$ cat src/hw/rtl/humidity_temp_frame_decoder_top_defines.svh
// assertion macros for the frame decoder
`ifndef HUMIDITY_TEMP_FRAME_DECODER_TOP_DEFINES_SVH
`define HUMIDITY_TEMP_FRAME_DECODER_TOP_DEFINES_SVH

`ifndef SYNTH

// check a property on every clock edge outside reset
`define HTFD_ASSERT(lbl, clk, rst_n, prop) \
    lbl: assert property (@(posedge clk) disable iff (!rst_n) prop) \
        else $error("htfd assertion failed");

// check a property on every clock edge, reset included
`define HTFD_ASSERT_ALWAYS(lbl, clk, prop) \
    lbl: assert property (@(posedge clk) prop) \
        else $error("htfd assertion failed");

`else

`define HTFD_ASSERT(lbl, clk, rst_n, prop)
`define HTFD_ASSERT_ALWAYS(lbl, clk, prop)

`endif

`endif

$ cat src/hw/rtl/htfd_pkg.sv
package htfd_pkg;

    // crc-8 over the sensor words
    localparam logic [7:0] CrcInit = 8'hFF;
    localparam logic [7:0] CrcPoly = 8'h31;

    // scaling constants, results are round(value / 65535)
    localparam logic [7:0]  TempSpan     = 8'd175;
    localparam logic [24:0] TempOffset   = 25'd2949075;  // 45 * 65535
    localparam logic [6:0]  HumSpan      = 7'd100;
    localparam logic [15:0] HalfScale    = 16'd32767;    // rounding bias

    // one frame from the sensor
    typedef struct packed {
        logic [7:0] temp_msb;
        logic [7:0] temp_lsb;
        logic [7:0] temp_check;
        logic [7:0] hum_msb;
        logic [7:0] hum_lsb;
        logic [7:0] hum_check;
    } frame_t;

    // one decoded result
    typedef struct packed {
        logic signed [8:0] temp_celsius;
        logic [7:0]        temp_byte;
        logic [6:0]        humidity_pct;
        logic              temp_crc_ok;
        logic              hum_crc_ok;
    } result_t;

    // one byte through the crc, msb first
    function automatic logic [7:0] crc8_byte(input logic [7:0] crc_in, input logic [7:0] data);
        logic [7:0] crc;
        crc = crc_in ^ data;
        for (int b = 0; b < 8; b++)
        begin
            if (crc[7])
                crc = {crc[6:0], 1'b0} ^ CrcPoly;
            else
                crc = {crc[6:0], 1'b0};
        end
        return crc;
    endfunction

    // crc over a word, high byte first
    function automatic logic [7:0] crc8_word(input logic [7:0] hi, input logic [7:0] lo);
        return crc8_byte(crc8_byte(CrcInit, hi), lo);
    endfunction

endpackage

$ cat src/hw/rtl/humidity_temp_frame_decoder_top.sv
// Decodes one six-byte humidity/temperature frame per item: both check bytes are
// compared with CRC-8 (poly 0x31, init 0xFF) over their words, temperature is
// scaled to round(-45 + 175*raw/65535) C and humidity to round(100*raw/65535) %.
// An item is registered on entry, decoded combinationally and held in the result
// register; one frame is taken every cycle while the result side does not stall.
// The divisions by 65535 are exact, done with an add-and-shift identity after a
// constant multiply; a bad check byte only clears its ok flag, the values are
// still given.
`include "humidity_temp_frame_decoder_top_defines.svh"

module humidity_temp_frame_decoder_top (
    input  logic             clk,
    input  logic             rst_n,
    input  logic             frame_valid,
    output logic             frame_stall,
    input  htfd_pkg::frame_t frame,
    output logic             result_valid,
    input  logic             result_stall,
    output htfd_pkg::result_t result
);
    import htfd_pkg::*;

    logic    in_valid_reg;
    frame_t  in_data_reg;
    logic    out_valid_reg;
    result_t out_data_reg;
    result_t out_data_next;

    logic out_load;
    logic in_load;

    logic [15:0] raw_t;
    logic [15:0] raw_h;
    logic [23:0] prod_t;
    logic [24:0] num_t;
    logic        temp_neg;
    logic [23:0] mag_t;
    logic [23:0] biased_t;
    logic [24:0] sum_t;
    logic [7:0]  quot_t;
    logic [8:0]  temp_val;
    logic [22:0] prod_h;
    logic [22:0] biased_h;
    logic [23:0] sum_h;

    // pipeline moves
    assign out_load    = !out_valid_reg || !result_stall;
    assign in_load     = !in_valid_reg || out_load;
    assign frame_stall = !in_load;

    // input register
    always_ff @(posedge clk or negedge rst_n)
    begin
        if (!rst_n)
            in_valid_reg <= 1'b0;
        else if (in_load)
            in_valid_reg <= frame_valid;
    end

    always_ff @(posedge clk)
    begin
        if (in_load && frame_valid)
            in_data_reg <= frame;
    end

    // temperature: |175*raw - 45*65535| rounded over 65535, sign put back
    always_comb
    begin
        raw_t    = {in_data_reg.temp_msb, in_data_reg.temp_lsb};
        prod_t   = 24'(raw_t) * 24'(TempSpan);
        num_t    = {1'b0, prod_t} - TempOffset;
        temp_neg = num_t[24];
        mag_t    = temp_neg ? 24'(-num_t) : num_t[23:0];
        biased_t = mag_t + 24'(HalfScale);
        sum_t    = 25'(biased_t) + 25'(biased_t[23:16]) + 25'd1;
        quot_t   = sum_t[23:16];
        temp_val = temp_neg ? 9'(-{1'b0, quot_t}) : {1'b0, quot_t};
    end

    // humidity: 100*raw rounded over 65535
    always_comb
    begin
        raw_h    = {in_data_reg.hum_msb, in_data_reg.hum_lsb};
        prod_h   = 23'(raw_h) * 23'(HumSpan);
        biased_h = prod_h + 23'(HalfScale);
        sum_h    = 24'(biased_h) + 24'(biased_h[22:16]) + 24'd1;
    end

    // result assembly
    always_comb
    begin
        out_data_next.temp_celsius = $signed(temp_val);
        out_data_next.temp_byte    = temp_val[7:0];
        out_data_next.humidity_pct = sum_h[22:16];
        out_data_next.temp_crc_ok  =
            (crc8_word(in_data_reg.temp_msb, in_data_reg.temp_lsb) == in_data_reg.temp_check);
        out_data_next.hum_crc_ok   =
            (crc8_word(in_data_reg.hum_msb, in_data_reg.hum_lsb) == in_data_reg.hum_check);
    end

    // result register
    always_ff @(posedge clk or negedge rst_n)
    begin
        if (!rst_n)
            out_valid_reg <= 1'b0;
        else if (out_load)
            out_valid_reg <= in_valid_reg;
    end

    always_ff @(posedge clk)
    begin
        if (out_load && in_valid_reg)
            out_data_reg <= out_data_next;
    end

    assign result_valid = out_valid_reg;
    assign result       = out_data_reg;

    // checks
    `HTFD_ASSERT(a_stall_only_when_full, clk, rst_n,
        frame_stall |-> (in_valid_reg && out_valid_reg && result_stall))
    `HTFD_ASSERT(a_item_advances, clk, rst_n, (in_valid_reg && out_load) |=> out_valid_reg)
    `HTFD_ASSERT(a_temp_range, clk, rst_n,
        out_valid_reg |-> (($signed(out_data_reg.temp_celsius) >= -45) &&
                           ($signed(out_data_reg.temp_celsius) <= 130)))
    `HTFD_ASSERT(a_hum_range, clk, rst_n, out_valid_reg |-> (out_data_reg.humidity_pct <= 7'd100))
    `HTFD_ASSERT(a_byte_matches, clk, rst_n,
        out_valid_reg |-> (out_data_reg.temp_byte == out_data_reg.temp_celsius[7:0]))
    `HTFD_ASSERT_ALWAYS(a_reset_empty, clk, !rst_n |=> (!in_valid_reg && !out_valid_reg))

endmodule
$ cat config.mk
export PLATFORM = sky130hd
export DESIGN_NAME = humidity_temp_frame_decoder_top
export DESIGN_NICKNAME = d
export VERILOG_FILES = /design/src/hw/rtl/htfd_pkg.sv /design/src/hw/rtl/humidity_temp_frame_decoder_top.sv
export VERILOG_INCLUDE_DIRS = /design/src /design/src/hw/rtl
export SDC_FILE = /design/constraint.sdc
export NUM_CORES = 1
export LEC_CHECK = 0
export BUFFER_PORTS_ARGS = -buffer_cell sky130_fd_sc_hd__buf_2
export CELL_PAD_IN_SITES_DETAIL_PLACEMENT = 0
export CELL_PAD_IN_SITES_GLOBAL_PLACEMENT = 1
export CORE_UTILIZATION = 49
export DETAILED_ROUTE_END_ITERATION = 10
export GPL_TIMING_DRIVEN = 0
export PLACE_DENSITY_LB_ADDON = 0.3
export SLEW_MARGIN = 20
export SYNTH_ARGS = -nofsm -noshare
export SYNTH_HDL_FRONTEND = slang
export SYNTH_SLANG_ARGS = --single-unit
$ cat constraint.sdc
create_clock -name clk -period 9.6 [get_ports clk]
set_input_delay 1.92 -clock clk [delete_from_list [all_inputs] [get_ports clk]]
set_output_delay 1.92 -clock clk [all_outputs]
set_load 0.005 [all_outputs]
==> Yosys cells after proc, flatten, opt, wreduce, memory -nomap -nowiden <==
Index checks and enable logic that the tools add are counted.
{ "op_classes": {"eq_ne": 2, "n_reduce_logical": 8, "bitwise": 36, "n_mul": 2, "muxes": 34, "addsub": 9} }
{ "op_table": {"columns": ["operator", "count"], "rows": [
  ["$mux 6", 32],
  ["$not 3->3", 32],
  ["$sub 24x22->25 const B", 1],
  ["$add 24x1->24 const B", 1],
  ["$add 24x15->24 const B", 1],
  ["$add 24x8->24", 1],
  ["$mul 16x8->24 const B", 1],
  ["$mux 24", 1],
  ["$neg 24->24", 1],
  ["$add 23x1->23 const B", 1],
  ["$add 23x15->23 const B", 1],
  ["$add 23x7->23", 1],
  ["$mul 16x5->21 const B", 1],
  ["$eq 8x8->1", 2],
  ["$not 8->8", 2],
  ["$xor 8x8->8", 2],
  ["$neg 8->9", 1],
  ["$mux 8", 1],
  ["$logic_not 1->1", 4],
  ["$logic_and 1x1->1", 2],
  ["$logic_or 1x1->1", 2]
]} }
{ "word_totals": {"reg_bits": 68, "wordCells": 104, "in_bits": 52, "out_inout_bits": 28} }

==> Depth between registers and ports, before layout <==
Gate-level depths: netlist (run 1).
{ "logic_depth": {"word_depth": 35, "mapped_depth": 36, "depth_no_buf": 33} }

==> Worst setup path before layout (run 1) <==
Ideal clock, no wire load.
{ "synth_path": {"path_type": "register -> register", "from": "reg in_data_reg[42] in the netlist's numbering", "to": "reg out_data_reg (netlist bit result[16]) (data pin)", "arrival_time_ps": 7711, "period_less_slack_ps": 7973, "required_ps": 9337, "path_slack_ps": 1627, "n_path_buf": 3, "path_stages_with_launch": 34, "setup_ps": 263, "path_cell_list": "edfxtp_1 -> ha_1 -> inv_1 -> fa_1 -> inv_1 -> fa_1 -> inv_1 -> fa_1 -> inv_1 -> ha_1 -> clkbuf_1 -> a211o_1 -> a21oi_1 -> o221a_2 -> a211oi_1 -> nor2_1 -> clkbuf_1 -> o211ai_1 -> a221oi_2 -> nand3_1 -> and4b_1 -> buf_6 -> nand2_1 -> xnor2_1 -> inv_1 -> ha_1 -> nand3b_1 -> a211o_1 -> nand2_1 -> a31oi_1 -> or3_1 -> xor2_1 -> o41ai_2 -> xnor2_1"} }
{ "synth_lines": {"columns": ["element", "line_no", "text"], "rows": [
  ["start, declared", "humidity_temp_frame_decoder_top.sv:24", "frame_t in_data_reg;"],
  ["start signal, assigned", "humidity_temp_frame_decoder_top.sv:63", "in_data_reg <= frame;"],
  ["end signal, assigned", "humidity_temp_frame_decoder_top.sv:113", "out_data_reg <= out_data_next;"],
  ["end, declared", "humidity_temp_frame_decoder_top.sv:26", "result_t out_data_reg;"]
]} }

==> results list, run 1 <==
- The run finished with clean final reports.
- The biggest area contributor in the post-synthesis netlist is sky130_fd_sc_hd__edfxtp_1.
* Clock latency on the worst-skew pair: 340 ps
- FILL cells: 2014
- Yosys mapped a number of flops with a built-in enable equal to 66.
- Max-slew headroom: 51.8%
- Congestion Overflow GR: 0
* Routed via count: 8595
* Area grow syn2layout: 10.5%
* CP Data Arrival Time: 9030 ps
- Of all nets on the critical path, the largest fanout is 10.
* Core Region: 21400 sq um
- The longest clock path from root to sink contains 2 buffers.
* Via-to-Cell Ratio: 5.42
* Register area: 2030 sq um
- The repair_antennas step left the layout with diodes totalling 0.
- Compound-gate portion of the synthesized area: 16.1%
- Highest clock frequency the design can meet: 0.112 GHz
* Count of antenna-violating nets left after detailed routing: 0
- Dividing the detail-routed wire length by the instance count gives 15.0 um.
- In this run the horizontal extent of the chip is 151 um.
- The commonest cells after synthesis are 204 x sky130_fd_sc_hd__inv_1, 135 x sky130_fd_sc_hd__ha_1, 112 x sky130_fd_sc_hd__xnor2_1.
- Synth Area in Adders: 28.0%
- Summing the areas of all and, or, nand and nor instances in the mapped netlist gives 14.7% of the synthesized area.
- Slew at the pin closest to its max-slew limit: 713 ps
* Detailed-placement wirelength estimate: 19900 um
* Required time of the critical path: 9680 ps
- Clock-pin slew was measured on the worst setup and hold paths at 60 ps.
* Maximum number of pins on one net before global-route repair: 26
* Share of the cycle needed by the critical path after routing: 93.2%
* Area fraction of the dominant cell type after synthesis: 18.3%
- In this design, the critical path's most frequently occurring cell is sky130_fd_sc_hd__inv_1.
- sky130_fd_sc_hd__inv_1 is the most common cell in the netlist.
* Drt initial violations: 346
- Main combinational cell family by area after synthesis: adder cells
- Sequential elements use 18.8% of the synthesized area.
* Post-Synthesis Mean Instance Area: 8.92 sq um
- STA classifies the critical path endpoint as a flip-flop.
* Hold violation total from the final report: 0
* Via count of the first global-routing pass: 8237
* Initial core utilization: 50.6%
- Cell at the root of the clock tree: sky130_fd_sc_hd__clkbuf_16
* Endpoints failing setup: 0
- Worst slack after detailed placement: 184 ps
- Buffers inserted during clock tree synthesis total 9.
- The post-route netlist has 11.0% of its cells at a drive strength greater than 1.
- Syn. warnings: 0
- The register with the most flip-flops in the layout has 48 of them.
* Delay of the slowest cell on the worst path: 700 ps
- The min-delay analysis places its worst path in the category reg2reg.
* Clock tree from TritonCTS: done
* First-pass GRT wire length: 39200 um
- Mux share of post-synthesis cell area: 0.590%
- Final Slew Violations: 0
* Shortest clock period the worst path allows after layout: 8950 ps
- In this run the tool buffered the top-level ports with 79 buffer cells.
* Height of the die: 151 um
* Initial antenna violation count: 0
* Worst Slack Setup Final: 651 ps
- The synthesized design contains 68 register bits.
- Among all flip-flop cells after synthesis, the most frequent one is sky130_fd_sc_hd__edfxtp_1.
* Synth cell types: 88
- The pre-antenna-repair detailed-routing pass consisted of 7 iterations.
* Global Route Usage Sum: 21.7%
- Nets: 1561
* FP Rows: 53
- Count of buffering cells on the critical path with inverters included: 7
- Setup clock skew after layout: 10.4 ps
- Unrepaired setup endpoints after global routing: no
- After detailed routing, the total wire length is 23800 um.
* Crit-path leading delay family: compound AO/OA/AOI/OAI gates
- The worst setup path is launched from a flip-flop.
* Max-cap violations: 0
* Post-Synth XOR/XNOR Area: 13.1%
- Remaining design rule violation count: 0
- In the post-synthesis netlist, the biggest area contributors are sky130_fd_sc_hd__edfxtp_1 18%, sky130_fd_sc_hd__ha_1 16%, sky130_fd_sc_hd__fa_1 12%.
- Number of instances in the synthesized netlist: 1212
* Share of the core filled with cells in the final layout: 56.0%
- Placer Congestion: 0.836
- Clock tree synthesis found a total of 68 sinks.
- The multi-input combinational cells in the finished layout cover a total of 7870 sq um.
* FFs w/ async S/R, synth: 2.94%
* Critical Setup Path Class: reg2reg
* Die area: 22700 sq um
- The clock tree synthesis step divided the H-tree into 3 levels.
- Top Ports: 80
* Crit path max-delay cell type: sky130_fd_sc_hd__a2111oi_4
- Summed over all failing endpoints, the final setup total negative slack is 0 ps.
* Mapped Nets: 1466
* Post-Syn Area: 10800 sq um
## placed cells by master (no fill, tap or decap), types with 5 or more instances in the layout
master                      Yosys  layout
sky130_fd_sc_hd__a21o_1        13      13
sky130_fd_sc_hd__a21boi_0       7       6
sky130_fd_sc_hd__nand3b_1       9       9
sky130_fd_sc_hd__or3_1         11      11
sky130_fd_sc_hd__or4_1          6       6
sky130_fd_sc_hd__xnor2_1      112     112
sky130_fd_sc_hd__buf_2          3      82
sky130_fd_sc_hd__and4_1         9       9
sky130_fd_sc_hd__o211ai_1      11      11
sky130_fd_sc_hd__and3_1        11      11
sky130_fd_sc_hd__a211oi_1      18      18
sky130_fd_sc_hd__a22oi_1        6       6
sky130_fd_sc_hd__o21ai_0       36      36
sky130_fd_sc_hd__fa_1          67      67
sky130_fd_sc_hd__o21ai_1        6       6
sky130_fd_sc_hd__nor3_1        23      23
sky130_fd_sc_hd__clkbuf_1      18      16
sky130_fd_sc_hd__edfxtp_1      66      66
sky130_fd_sc_hd__nor2b_1        7       7
sky130_fd_sc_hd__nand4_1       20      20
sky130_fd_sc_hd__ha_1         135     135
sky130_fd_sc_hd__nand2b_1      10      10
sky130_fd_sc_hd__o21a_1        10      10
sky130_fd_sc_hd__and2_1        12      11
sky130_fd_sc_hd__o31ai_1        8       8
sky130_fd_sc_hd__nor2_1        55      55
sky130_fd_sc_hd__clkbuf_16      0       9
sky130_fd_sc_hd__nor3b_1        6       5
sky130_fd_sc_hd__nand2_1       65      65
sky130_fd_sc_hd__xor2_1        48      48
sky130_fd_sc_hd__buf_4          9      12
sky130_fd_sc_hd__a211o_1        5       5
sky130_fd_sc_hd__o31a_1         5       5
sky130_fd_sc_hd__inv_1        204     204
sky130_fd_sc_hd__nand3_1       29      29
sky130_fd_sc_hd__a31oi_1       11      11
sky130_fd_sc_hd__a21oi_1       53      52
## final timing paths
| path | from | end | slack [ps] | depth (start not counted) |
|---|---|---|---|---|
| hold / removal | in_valid_reg$_DFFE_PN0N_ | result_valid$_DFFE_PN0P_ | 500 | 1 |
| max in group asynchronous | rst_n | result_valid$_DFFE_PN0P_ | 8150 | 1 |
| min in group asynchronous | rst_n | in_valid_reg$_DFFE_PN0N_ | 1350 | 1 |
| setup / recovery | in_data_reg[33]$_DFFE_PP_ | result[16]$_DFFE_PP_ | 650 | 32 |
| hold reg to reg | in_valid_reg$_DFFE_PN0N_ | result_valid$_DFFE_PN0P_ | 500 | 1 |
| setup reg to reg | in_data_reg[33]$_DFFE_PP_ | result[16]$_DFFE_PP_ | 650 | 32 |
## kinds of logic (layout without fill, tap and decap cells)
logic type / count (synthesis) / in the layout
AOI/OAI and AO/OA: 244 / 244
xor gates and xnor gates: 161 / 161
adders and majority gates: 202 / 202
buffers and inverters: 236 / 336
DFF: 68 / 68
muxes: 6 / 6
and+or+nand+nor: 295 / 295
## stage by stage
step	cells	instance area, sq um	hold WS [ps]
floorplan	1212	10800	443
global placement	1566	11500	453
detailed placement	1568	11600	495
CTS	1584	11900	508
global route	1587	11900	526
finish	1587	11900	501
## per-layer routing
layer / wire length [um] / global-route usage (%) / share of wire (%) / up-vias
met2: 11800 / 38.7 / 50 / 129
met1: 11100 / 28.1 / 47 / 4018
met3: 603 / 2.61 / 2.5 / 23
li1: - / - / - / 4425
met4: 327 / 4.14 / 1.4 / 0
met5: 0 / 0 / 0 / -
## worst register-to-register path, delay by kind of cell (launching register included)
kind | cells | cell delay [ps]
simple gates | 5 | 1230
flops | 1 | 570
buf+inv | 7 | 800
fa+ha+maj | 6 | 2260
xor+xnor | 5 | 1130
compound gates | 9 | 2730
## final cells by class
cell class	count	area share [%]
plain buffers	32	1.47
flip-flops and latches	68	17.0
clock inverters	7	0.628
clock buffers	9	1.88
well taps	275	2.88
inverters	204	6.41
multi-input cells	908	65.9
repair buffers	84	3.85
## timing repair
action                     4_1_cts  5_1_grt
resized for setup                0        8
setup endpoints to repair        0        8
hold buffers                     0        0
buffers inserted                 0        3
Power of run 1 is left out: the tool's default activity adds up to more than one toggle a clock period on the data nets, which glitch-free logic cannot reach.
==> run 2: changes to the inputs <==
- CAP_MARGIN: default -> 20
- GPL_TIMING_DRIVEN: 0 -> 1
==> run 2 against run 1 <==
Effect of this change:
- clock skew decreased by 4.1 ps
- worst setup slack improved by 110 ps
- cell area shrank 1.7%
- largest cell class unchanged
- core utilization down 0.93 points
- sequential share of layout area rose by 0.29 points
- count of clock-buffer cells in the layout did not move
- first-iteration DRC count increased by 10%
- highest routed layer unchanged
- non-clock buffer count shrank 30
- critical endpoint is now result[25]$_SDFFCE_PP0P_
- sequential cell count stayed put
- critical path depth decreased by 5
==> results list, run 2 (synthesis results as in run 1) <==
- X dimension of the die: 151 um (unchanged)
- Share of the cycle needed by the critical path after routing: 92.1% (-1.1 points)
- Nets: 1531 (-1.9%)
- Clk pin slew, worst setup/hold paths: 60 ps (about the same)
- By startpoint and endpoint, the worst setup path is classified as reg2reg.
- CP Data Arrival Time: 8940 ps (-90 ps)
- TNS Setup: 0 ps (unchanged)
- Average wire per standard cell: 15.1 um (+1.0%)
* Initial antenna violation count: 0 (unchanged)
- The max-capacitance violation count is 0 (unchanged).
- Placer Congestion: 0.876 (+4.8%)
- Via count of the first global-routing pass: 8219 (-0.22%)
- The run finished with clean final reports.
- Setup repair after global routing left no endpoint under its margin.
- The total global routing overflow is 0 (unchanged).
- Port buffer count: 79 (unchanged)
- TritonCTS built the clock tree.
* H-tree levels: 3 (unchanged)
* Slew at the pin closest to its max-slew limit: 1080 ps (+363 ps)
* Die area: 22700 sq um (unchanged)
* Setup clock skew after layout: 6.34 ps (-4.08 ps)
- Num Clock Sinks: 68 (unchanged)
- The total setup violations reported at the end of the flow was 0 (unchanged).
* Global Route Usage Sum: 21.6% (-0.11 points)
* Area grow syn2layout: 8.72%
- The count of TritonRoute iterations in the first routing pass came to 6 (-1).
* Required time of the critical path: 9690 ps (about the same)
- Largest register FFs: 48 (unchanged)
- The count of routing violations after the opening detailed-route iteration was 382 (+10%).
- Shortest clock period the worst path allows after layout: 8840 ps (-106 ps)
- The global-route wire length before repair came to 38800 um (-0.85%).
* Critical Path Sink Type: flip-flop
* Bufs on Longest Clock Path: 2 (unchanged)
- The path class of the tightest hold or removal check is reg2reg.
* DRT Wirelength: 23600 um (-0.91%)
* Most common cell after layout, fill and taps aside: sky130_fd_sc_hd__inv_1
* Initial core utilization: 50.6% (unchanged)
- Core Region: 21400 sq um (unchanged)
* Maximum number of pins on one net before global-route repair: 49 (+88%)
- Final Slew Violations: 0 (unchanged)
* Hold violation total from the final report: 0 (unchanged)
* Inserted Clock Buffers: 9 (unchanged)
- The number of vias in the routed layout is 8600 (+0.058%).
- CP Launch Type: flip-flop
* Top Ports: 80 (unchanged)
- Most frequent cells in the layout: 204 x sky130_fd_sc_hd__inv_1, 135 x sky130_fd_sc_hd__ha_1, 112 x sky130_fd_sc_hd__xnor2_1, 79 x sky130_fd_sc_hd__buf_2, 67 x sky130_fd_sc_hd__fa_1
* Count of antenna-violating nets left after detailed routing: 0 (unchanged)
- Highest clock frequency the design can meet: 0.113 GHz (+1.2%)
* Cell at the root of the clock tree: sky130_fd_sc_hd__clkbuf_16
* CP Max Fanout: 10 (unchanged)
* Height of the die: 151 um (unchanged)
- Detailed-placement wirelength estimate: 20000 um (+0.26%)
- Clock latency on the worst-skew pair: 350 ps (about the same)
- Share of cells above drive strength 1: 10.1% (-0.91 points)
- FP Rows: 53 (unchanged)
- Via-to-Cell Ratio: 5.52 (+2.0%)
- Max-slew headroom: 28.3% (-24 points)
- The number of setup buffers added after CTS came to 0 (unchanged).
* Antenna Cells: 0 (unchanged)
- Remaining design rule violation count: 0 (unchanged)
==> run 2: changes by cell type in the layout (fill, tap and decap cells not counted), moves of 2 or more <==
cell                       previous run  this run
sky130_fd_sc_hd__buf_4               12         7
sky130_fd_sc_hd__buf_2               82        79
sky130_fd_sc_hd__inv_6                1         3
sky130_fd_sc_hd__clkbuf_1            16         0
sky130_fd_sc_hd__clkbuf_2             2         0
sky130_fd_sc_hd__buf_6                2         0
sky130_fd_sc_hd__clkinv_4             2         0
==> run 2: layout make-up <==
cell class	instances	area [sq um]
Sequential cell	68	2030
Inverter	204	766
Fill cell	2002	9600
Tap cell	275	344
Timing Repair Buffer	86	448
Clock inverter	7	82.6
Clock buffer	9	225
Multi-Input combinational cell	908	7850
==> run 2: what timing repair did <==
item,4_1_cts,5_1_grt
resized for setup,0,1
setup endpoints to repair,0,2
hold buffers,0,0
==> run 2: per-stage QoR <==
step	instances	setup WS, ps	instance area, sq um	hold WS (ps)	utilization [%]
2_1_floorplan	1212	1630	10800	443	-
3_3_place_gp	1541	791	11400	454	53.5
3_5_place_dp	1541	604	11400	462	53.5
4_1_cts	1557	564	11700	474	55.0
5_1_grt	1557	139	11800	521	55.0
6_report	1557	757	11800	496	55.0
==> run 2: critical path: stages (launching register included) <==
cell and delay [ps]:
sky130_fd_sc_hd__edfxtp_1 490, sky130_fd_sc_hd__ha_1 390, sky130_fd_sc_hd__fa_1 500, sky130_fd_sc_hd__fa_1 490
sky130_fd_sc_hd__inv_1 50, sky130_fd_sc_hd__fa_1 520, sky130_fd_sc_hd__inv_1 40, sky130_fd_sc_hd__ha_1 420
sky130_fd_sc_hd__a21oi_2 260, sky130_fd_sc_hd__nor2b_1 80, sky130_fd_sc_hd__or4_4 460, sky130_fd_sc_hd__a2111oi_4 620
sky130_fd_sc_hd__and4_1 490, sky130_fd_sc_hd__a21oi_1 160, sky130_fd_sc_hd__xnor2_2 220, sky130_fd_sc_hd__and4bb_1 370
sky130_fd_sc_hd__and4b_1 450, sky130_fd_sc_hd__nand2_1 110, sky130_fd_sc_hd__xnor2_1 160, sky130_fd_sc_hd__inv_1 90
sky130_fd_sc_hd__ha_1 360, sky130_fd_sc_hd__a21oi_1 450, sky130_fd_sc_hd__a21oi_1 120, sky130_fd_sc_hd__a31oi_1 280
sky130_fd_sc_hd__xor2_1 280, sky130_fd_sc_hd__ha_1 260, sky130_fd_sc_hd__o211ai_1 130, sky130_fd_sc_hd__o31a_1 310
==> run 2: routing by layer <==
layer / global-route usage [%] / vias to the layer above / wire length [um]
li1: - / 4366 / -
met1: 28.6 / 4053 / 11200
met2: 36.6 / 146 / 11200
met3: 3.06 / 35 / 696
met4: 5.81 / 0 / 417
met5: 0 / - / 0
==> run 2: worst paths after layout <==
path                                      startpoint                  endpoint  slack, ps  cells past startpoint
setup / recovery           in_data_reg[38]$_DFFE_PP_  result[25]$_SDFFCE_PP0P_        760                     27
hold / removal              in_valid_reg$_DFFE_PN0N_  result_valid$_DFFE_PN0P_        500                      1
setup reg to reg           in_data_reg[38]$_DFFE_PP_  result[25]$_SDFFCE_PP0P_        760                     27
hold reg to reg             in_valid_reg$_DFFE_PN0N_  result_valid$_DFFE_PN0P_        500                      1
max in group asynchronous                      rst_n  in_valid_reg$_DFFE_PN0N_       8160                      1
min in group asynchronous                      rst_n  result_valid$_DFFE_PN0P_       1350                      1
Power of run 2 is left out for the same reason.
==> run 3: changes to the inputs <==
- RECOVER_POWER: default -> 50
==> run 3 against run 2 <==
Effect of this change:
- die area stayed put
- critical endpoint unchanged
- core utilization is 0.11 points lower
- the flow now finishes with violations (max-capacitance violations, max-slew violations)
- routed wire length hardly changed
- via count hardly changed
==> results list, run 3 (synthesis results as in run 1) <==
- The flow ran to the end, but the final reports show violations.
* Violated checks: max-capacitance violations, max-slew violations
* Count of antenna-violating nets left after detailed routing: 0 (unchanged)
- Setup clock skew after layout: 6.01 ps (-0.326 ps)
- In this run the critical register-to-register path is captured at result[25]$_SDFFCE_PP0P_.
* Num Clock Sinks: 68 (unchanged)
- Unrepaired setup endpoints after global routing: no
* Port buffer count: 79 (unchanged)
- Clock tree from TritonCTS: done
- Congestion Overflow GR: 0 (unchanged)
* Global Route Usage Sum: 21.6% (unchanged)
- The total die area was 22700 sq um (unchanged).
- Count of buffering cells on the critical path with inverters included: 3 (unchanged)
- The number of setup buffers added after CTS is 0 (unchanged).
* Worst min-delay path endpoint: result_valid$_DFFE_PN0P_
* H-tree levels: 3 (unchanged)
- First-pass DRT Iterations: 5 (-1)
* Via count of the first global-routing pass: 8219 (unchanged)
- The pin count of the biggest net entering global routing was 49 (unchanged).
- The total setup violations reported at the end of the flow came to 0 (unchanged).
- The initial core utilization is 50.6% (unchanged).
- Max-slew headroom: -101% (-130 points)
* TNS Setup: 0 ps (unchanged)
* Hold Crit Start: in_valid_reg$_DFFE_PN0N_
* Clock latency on the worst-skew pair: 340 ps (about the same)
- Compared with the post-synthesis result, the final layout area differs by 8.51%.
* Hold_buf cts: 0 (unchanged)
- Placer Congestion: 0.876 (unchanged)
- Worst setup slack for register-to-register paths: 760 ps (about the same)
- The shortest clock period the worst path allows after layout came to 8840 ps (-0.611 ps).
- Bufs on Longest Clock Path: 2 (unchanged)
- Height of the die: 151 um (unchanged)
* Cell count after placement: 1541 (unchanged)
* Launching point of the worst reg2reg path: in_data_reg[38]$_DFFE_PP_
- Critical Path Sink Type: flip-flop
- Cell occurring most often along the worst timing path: sky130_fd_sc_hd__ha_1
- Max-cap violations: 1 (+1)
- Drt initial violations: 378 (-1.0%)
- The tree is rooted in a sky130_fd_sc_hd__clkbuf_16.
- DRT Wirelength: 23600 um (about the same)
* Core Region: 21400 sq um (unchanged)
- Most frequent cells in the layout: 204 x sky130_fd_sc_hd__inv_1, 135 x sky130_fd_sc_hd__ha_1, 112 x sky130_fd_sc_hd__xnor2_1, 70 x sky130_fd_sc_hd__buf_2, 67 x sky130_fd_sc_hd__fa_1
* CP Max Fanout: 10 (unchanged)
- The global-route wire length before repair is 38800 um (unchanged).
* Via-to-Cell Ratio: 5.52 (about the same)
- The number of nets in the layout came to 1531 (unchanged).
- The final routed DRC violation total is 0 (unchanged).
- The final critical-path share of the clock period is 92.1% (about the same).
* Final Slew Violations: 19 (+19)
- Required time of the critical path: 9690 ps (about the same)
- Critical Setup Path Class: reg2reg
- The highest clock frequency the design can meet was 0.113 GHz (about the same).
- CP Data Arrival Time: 8930 ps (about the same)
- The largest individual stage delay along the critical path comes from the cell sky130_fd_sc_hd__a2111oi_4.
* Hold violation total from the final report: 0 (unchanged)
- The number of buffers added by the clock tree synthesis step came to 9 (unchanged).
- Clk pin slew, worst setup/hold paths: 60 ps (about the same)
* Crit-path leading delay family: adder cells
* Number of gates given a new drive strength after cts: 0 (unchanged)
- The final cell count without fillers came to 1557 (unchanged).
- Antenna Cells: 0 (unchanged)
* Detailed-placement wirelength estimate: 20000 um (unchanged)
- The cell depth of the worst flop-to-flop path came to 27 (unchanged).
- Largest register FFs: 48 (unchanged)
- The count of pins on the block boundary was 80 (unchanged).
- The detailed-route wire length per cell is 15.1 um (about the same).
- Delay of the slowest cell on the worst path: 620 ps (about the same)
* Most common cell after layout, fill and taps aside: sky130_fd_sc_hd__inv_1
- The proportion of layout cells with a drive suffix above 1 was 9.28% (-0.78 points).
- Number of cells traversed by the worst hold path: 1 (unchanged)
- The die boundary width was 151 um (unchanged).
- The cell row count was 53 (unchanged).
- The number of antenna violations at the first check in global routing came to 0 (unchanged).
- Path category of the worst min-delay check: reg2reg
- The pin slew with the least headroom to its limit was 2990 ps (+1910 ps).
* CP Launch Type: flip-flop
* Routed via count: 8593 (-0.081%)
[run 3: area by class of cell]
type | instances | area, sq um
Clock inverter | 7 | 82.6
Tap cell | 275 | 344
Fill cell | 2012 | 9620
Clock buffer | 9 | 225
Inverter | 204 | 766
Timing Repair Buffer | 86 | 437
Sequential cell | 68 | 2030
Multi-Input combinational cell | 908 | 7840
[run 3: metrics by stage]
step	worst slack, ps	hold slack (ps)	util, %	instance area, sq um
after floorplan	1630	443	-	10800
after global placement	791	454	53.5	11400
after detailed placement	604	462	53.5	11400
after CTS	564	474	55.0	11700
after global routing	139	514	54.9	11700
final	758	489	54.9	11700
[run 3: worst max-delay path by stage]
stage,endpoint,cells after the start,slack [ps],start
2_1_floorplan,result[16]$_DFFE_PP_,33,1630,in_data_reg[42]$_DFFE_PP_
3_3_place_gp,result[16]$_DFFE_PP_,31,790,in_data_reg[42]$_DFFE_PP_
3_5_place_dp,result[25]$_SDFFCE_PP0P_,30,600,in_data_reg[41]$_DFFE_PP_
4_1_cts,result[25]$_SDFFCE_PP0P_,30,560,in_data_reg[42]$_DFFE_PP_
5_1_grt,result[16]$_DFFE_PP_,30,140,in_data_reg[41]$_DFFE_PP_
6_report,result[25]$_SDFFCE_PP0P_,27,760,in_data_reg[38]$_DFFE_PP_
[run 3: routing by layer]
| metal | wire length (um) | vias up | part of all wire [%] | GRT usage (%) |
|---|---|---|---|---|
| met4 | 417 | 0 | 1.8 | 5.81 |
| met1 | 11200 | 4042 | 48 | 28.6 |
| met5 | 0 | - | 0 | 0 |
| met3 | 705 | 35 | 3.0 | 3.06 |
| met2 | 11200 | 150 | 48 | 36.6 |
| li1 | - | 4366 | - | - |
Power of run 3 is left out for the same reason.
